===== src/design/skac_pkg.sv =====
// Package for the scheduled key access checker: sizes, codes, command and status types.
package skac_pkg;

	localparam int USER_AW = 8;
	localparam int SLOT_AW = 6;
	localparam int BOUND_AW = USER_AW + SLOT_AW;
	localparam int USER_DEPTH = 1 << USER_AW;
	localparam int BOUND_SLOTS = 1 << SLOT_AW;
	localparam int UCNT_W = USER_AW + 1;

	// Register index of user_count, taken from paddr[2].
	localparam logic REG_USER_COUNT = 1'b0;

	localparam logic [6:0] FIRST_YEAR = 7'd18;
	localparam logic [6:0] CENTURY_YEAR = 7'd100;
	localparam logic [31:0] ODD_WEEK_MINUTES = 32'd10080;
	localparam logic [31:0] MINUTES_PER_DAY = 32'd1440;
	localparam logic [31:0] MINUTES_PER_HOUR = 32'd60;

	typedef enum logic [1:0] {
		ACT_CHECK    = 2'd0,
		ACT_WR_KEY   = 2'd1,
		ACT_WR_BOUND = 2'd2,
		ACT_WR_FLAG  = 2'd3
	} skac_action_t;

	typedef enum logic [3:0] {
		ST_CLEAR,
		ST_IDLE,
		ST_KEY_RD,
		ST_KEY_CMP,
		ST_YEAR,
		ST_MONTH,
		ST_MINUTE,
		ST_BND_RD,
		ST_BND_CMP,
		ST_RESP
	} skac_state_t;

	typedef struct packed {
		logic clr_step;
		logic load;
		logic key_rd;
		logic key_cmp;
		logic year_step;
		logic month_step;
		logic minute_calc;
		logic bnd_rd;
		logic bnd_cmp;
		logic out_load;
	} skac_cmd_t;

	typedef struct packed {
		logic clr_last;
		logic is_check;
		logic n_zero;
		logic key_hit;
		logic key_last;
		logic year_done;
		logic month_done;
		logic bnd_last;
		logic out_free;
	} skac_status_t;

	// Leap test for year-2000 in the range of a 7-bit field.
	function automatic logic is_leap(input logic [6:0] y);
		return (y[1:0] == 2'b00) && (y != CENTURY_YEAR);
	endfunction

	// Reduce a small value modulo 14 by repeated subtraction.
	function automatic logic [5:0] mod14(input logic [5:0] v);
		logic [5:0] r;
		r = v;
		for (int i = 0; i < 4; i++) begin
			if (r >= 6'd14) begin
				r = r - 6'd14;
			end
		end
		return r;
	endfunction

endpackage


===== src/design/skac_ctrl.sv =====
// Controller state machine of the scheduled key access checker.
module skac_ctrl (
	input  logic                  clk,
	input  logic                  arst_n,
	input  logic                  in_valid,
	output logic                  in_stall,
	input  skac_pkg::skac_status_t sts,
	output skac_pkg::skac_cmd_t   cmd
);
	import skac_pkg::*;

	skac_state_t state_q, state_d;

	always_ff @(posedge clk or negedge arst_n) begin
		if (!arst_n) begin
			state_q <= ST_CLEAR;
		end else begin
			state_q <= state_d;
		end
	end

	always_comb begin
		state_d = state_q;
		cmd = '0;
		in_stall = 1'b1;
		unique case (state_q)
			ST_CLEAR: begin
				cmd.clr_step = 1'b1;
				if (sts.clr_last) begin
					state_d = ST_IDLE;
				end
			end
			ST_IDLE: begin
				in_stall = 1'b0;
				if (in_valid) begin
					cmd.load = 1'b1;
					if (sts.is_check && !sts.n_zero) begin
						state_d = ST_KEY_RD;
					end else begin
						state_d = ST_RESP;
					end
				end
			end
			ST_KEY_RD: begin
				cmd.key_rd = 1'b1;
				state_d = ST_KEY_CMP;
			end
			ST_KEY_CMP: begin
				cmd.key_cmp = 1'b1;
				if (sts.key_hit) begin
					state_d = ST_YEAR;
				end else if (sts.key_last) begin
					state_d = ST_RESP;
				end else begin
					state_d = ST_KEY_RD;
				end
			end
			ST_YEAR: begin
				if (sts.year_done) begin
					state_d = ST_MONTH;
				end else begin
					cmd.year_step = 1'b1;
				end
			end
			ST_MONTH: begin
				if (sts.month_done) begin
					state_d = ST_MINUTE;
				end else begin
					cmd.month_step = 1'b1;
				end
			end
			ST_MINUTE: begin
				cmd.minute_calc = 1'b1;
				state_d = ST_BND_RD;
			end
			ST_BND_RD: begin
				cmd.bnd_rd = 1'b1;
				state_d = ST_BND_CMP;
			end
			ST_BND_CMP: begin
				cmd.bnd_cmp = 1'b1;
				state_d = sts.bnd_last ? ST_RESP : ST_BND_RD;
			end
			ST_RESP: begin
				if (sts.out_free) begin
					cmd.out_load = 1'b1;
					state_d = ST_IDLE;
				end
			end
			default: begin
				state_d = ST_IDLE;
			end
		endcase
	end

endmodule


===== config.mk =====
export PLATFORM = sky130hd
export DESIGN_NAME = skac_ctrl
export DESIGN_NICKNAME = d
export VERILOG_FILES = /design/src/design/skac_pkg.sv /design/src/design/skac_ctrl.sv
export SDC_FILE = /design/constraint.sdc
export NUM_CORES = 1
export LEC_CHECK = 0
export BUFFER_PORTS_ARGS = -buffer_cell sky130_fd_sc_hd__clkbuf_2
export CAP_MARGIN = 15
export CORE_AREA = 2 2 39 41
export DETAILED_ROUTE_END_ITERATION = 6
export DIE_AREA = 0 0 41 43
export PLACE_DENSITY = 0.65
export SETUP_SLACK_MARGIN = 0.4
export SLEW_MARGIN = 5
export SYNTH_ARGS = -nofsm -noshare
export SYNTH_HDL_FRONTEND = slang
export SYNTH_SLANG_ARGS = --single-unit

===== constraint.sdc =====
create_clock -name clk -period 1.5 [get_ports clk]
set_input_delay 0.075 -clock clk [delete_from_list [all_inputs] [get_ports clk]]
set_output_delay 0.075 -clock clk [all_outputs]
set_load 0.02 [all_outputs]

==> results.py <==
metrics = {
    "place": {
        "port_buffers": 22,
        "globalplace.congestion": 0.8535,
        "pre_cts_ws_ps": 160.6,
        "place_inst": 103,
        "detailedPlacementHpwl_um": 1062,
    },
    "pwr": {
        "worst_ir_drop_vdd_v": 0.001038,
        "report.power.total_mw": 2.190,
        "total_leakage_power_nw": 0.4725,
        "power_per_unit_of_standard_cell_area_nw_per_um2": 2026,
    },
    "synth": {
        "synth_async_sr_flop_share_pct": 100.0,
        "synth_nets": 77,
        "synth_compound_gate_area_share_pct": 24.87,
        "count_of_warnings_emitted_by_yosys": 0,
        "multiplexer_share_of_the_synthesized_area_pct": 6.667,
        "post_synth_and_or_nand_nor_area_fraction_pct": 38.72,
        "syn_area_per_cell_um2": 7.507,
        "synth_sequential_area_ratio_pct": 20.51,
        "synth_ff_type": "sky130_fd_sc_hd__dfrtp_1",
        "postSynthRegisterBits": 4,
        "synth-adder-area-share_pct": 0,
        "number_of_flops_mapped_to_enable_cells_by_yosys": 0,
        "largest_family_of_logic_cells_by_synthesized_area": "simple AND/OR/NAND/NOR gates",
        "xor_xnor_fraction_of_synth_area_pct": 0,
        "mappedNetlistArea_um2": 488.0,
        "number_of_unique_standard_cell_types_used_by_synthesis": 31,
        "postSynthCellCount": 65,
    },
    "die": {
        "die_h_um": 43,
        "floorplan_die_area_um2": 1763,
        "die_width_um": 41,
        "num_io_pins": 23,
        "floorplan.core_area_um2": 1384,
        "floorplan.rows": 14,
        "start_util_pct": 35.26,
    },
    "global_route": {
        "grt_pass1_vias": 641,
        "met2_resource_use_gr_pct": 39.38,
        "grt_util_met3_pct": 3.141,
        "grt_util_met1_pct": 27.30,
        "grt_antenna_before_repair": 0,
        "grtUsageTotal_pct": 23.26,
        "grt.overflow.total": 0,
        "grt_max_degree": 11,
        "grt_most_used_layer": "met2",
        "grt_first_pass_wirelength_um": 2760,
    },
    "layout": {
        "most_common_cell_after_layout_fill_and_taps_aside": "sky130_fd_sc_hd__buf_4",
        "largest_register_ffs": 4,
        "nNetsFinal": 123,
        "syn_to_final_growth_pct": 121.5,
        "antenna-diode-count": 0,
        "most-common-layout-cells": "sky130_fd_sc_hd__buf_4 (16), sky130_fd_sc_hd__clkbuf_2 (11), sky130_fd_sc_hd__buf_6 (10)",
        "final_layout_size_suffix_gt1_share_pct": 70.91,
        "finalNonFillerCells": 126,
        "largest_register": "state_q",
        "largestRegisters": "state_q: 4 flops",
        "fillerInstances": 93,
    },
    "clocking": {
        "cts_bufs_inserted": 3,
        "htree_num_levels": 1,
        "clock-sinks": 4,
        "clk_root_buffer_cell": "sky130_fd_sc_hd__clkbuf_4",
        "max-clock-path-buffers": 2,
        "clk_pin_slew_ps": 50,
        "clkLatencyLatePin_ps": 260,
        "cts_tree": "built",
    },
    "flow_run": {
        "cap_viol_max_count": 0,
    },
    "timing": {
        "fin_ws_ps": 94.13,
        "final_min_period_over_clock_period_pct": 93.72,
        "worst_max_slew_pin_slew_ps": 393.6,
        "max_freq_mhz": 711.3,
        "post-route-min-period_ps": 1406,
        "fin_worst_skew_ps": 8.751,
        "setup_tns_final_ps": 0,
        "grt_setup_unrepaired": "yes",
        "hold_viol_final": 0,
        "final-setup-viol-count": 0,
        "final-max-slew-violation-count": 0,
        "max-slew-margin-rel_pct": 73.71,
    },
    "drt": {
        "vias": 685,
        "drt-wirelength-per-cell_um": 15.82,
        "postRouteWirelength_um": 1993,
        "avgViaCountPerCell": 5.437,
        "first_iter_violations": 22,
        "dr.pass1.iters": 4,
        "detail_route.drc_violations": 0,
        "drt.antenna.violating_nets": 0,
    },
    "run_status": {
        "result_of_the_run": "completed",
    },
    "worst_setup_path": {
        "path_max_fanout": 7,
        "worstReg2RegStart": "state_q[0]",
        "crit_path_start_kind": "flop",
        "worst_flop_to_flop_path_endpoint": "state_q[3]",
        "reg2reg_setup_slack_ps": 100,
        "r2r_cells": 5,
        "timing.critical_path.required_ps": 1420,
        "worstSetupPathType": "reg -> out",
        "worst-endpoint-arrival_ps": 1330,
        "crit_path_end_kind": "primary output",
    },
    "hold_path": {
        "hold_path_end": "state_q[1]",
        "path_type_of_the_worst_min_delay_path": "in -> reg",
        "hold_depth": 4,
        "worst_hold_startpoint": "sts[5]",
    },
}
-- final cells by class --
class / count / area, um^2 / area share [%]
sequential: 4 / 103.9 / 9.606
tap: 16 / 20.02 / 1.852
clock buffer: 4 / 26.28 / 2.431
multi-input combinational: 53 / 508.0 / 46.99
inverter: 3 / 11.26 / 1.042
timing repair buffer: 46 / 411.6 / 38.08
-- Yosys cell counts, types with 2 or more instances --
cell                       n  area [um^2]
sky130_fd_sc_hd__a21o_1    3        22.52
sky130_fd_sc_hd__nor2_1    6        22.52
sky130_fd_sc_hd__nor2b_1   3        18.77
sky130_fd_sc_hd__buf_2     3        15.01
sky130_fd_sc_hd__o21ai_0   2        10.01
sky130_fd_sc_hd__a31oi_1   3        18.77
sky130_fd_sc_hd__nand3b_1  2        15.01
sky130_fd_sc_hd__nor3_1    6        30.03
sky130_fd_sc_hd__nand2b_1  5        31.28
sky130_fd_sc_hd__nand2_1   4        15.01
sky130_fd_sc_hd__inv_1     3        11.26
sky130_fd_sc_hd__nor4_1    2        12.51
sky130_fd_sc_hd__a21oi_1   2        10.01
sky130_fd_sc_hd__dfrtp_1   4        100.1
-- repair_timing --
item | in CTS | in global routing
endpoints found under the setup margin | 15 | 15
buffers inserted | 14 | 4
hold buffers | 1 | 0
pin swaps | 6 | 2
hold endpoints to repair | 4 | 0
gates resized for setup | 26 | 29
-- logic make-up after synthesis --
logic type | Yosys count
and+or+nand+nor | 33
AOI/OAI and AO/OA | 17
buffers and inverters | 8
DFF | 4
muxes | 3
-- how the worst max path moves through the flow --
| stage | from | endpoint | slack (ps) |
|---|---|---|---|
| finish | state_q[0] | cmd[9] | 90 |
| global route | state_q[0] | cmd[9] | 40 |
| CTS | state_q[0] | cmd[9] | 120 |
| detailed placement | state_q[2] | state_q[3] | 160 |
| global placement | state_q[2] | state_q[3] | 170 |
| floorplan | state_q[1] | state_q[3] | 220 |
-- per-stage QoR --
stage	util, %	instance area, um^2	hold slack (ps)
2_1_floorplan	-	581.8	-220.6
3_3_place_gp	51.72	715.7	-113.9
3_5_place_dp	51.72	715.7	-113.8
4_1_cts	68.99	954.7	141.9
5_1_grt	78.12	1081	171.2
6_report	78.12	1081	145.6
-- critical path, stage by stage, from the launching register on --
cell	delay (ps)
sky130_fd_sc_hd__dfrtp_2	480
sky130_fd_sc_hd__buf_6	160
sky130_fd_sc_hd__nor4_4	260
sky130_fd_sc_hd__buf_4	180
-- layer usage --
| layer | share of wire (%) | wire length, um |
|---|---|---|
| met2 | 51 | 1023 |
| met5 | 0 | 0 |
| met4 | 0.95 | 19 |
| met1 | 43 | 862 |
| met3 | 4.4 | 87 |
-- report_power, final --
part           internal, mW  total, mW  switching [mW]
sequential            0.164      0.257          0.0936
clock                 0.101      0.161          0.0600
combinational         0.938       1.77           0.834
(Power assumes the default switching activity.)
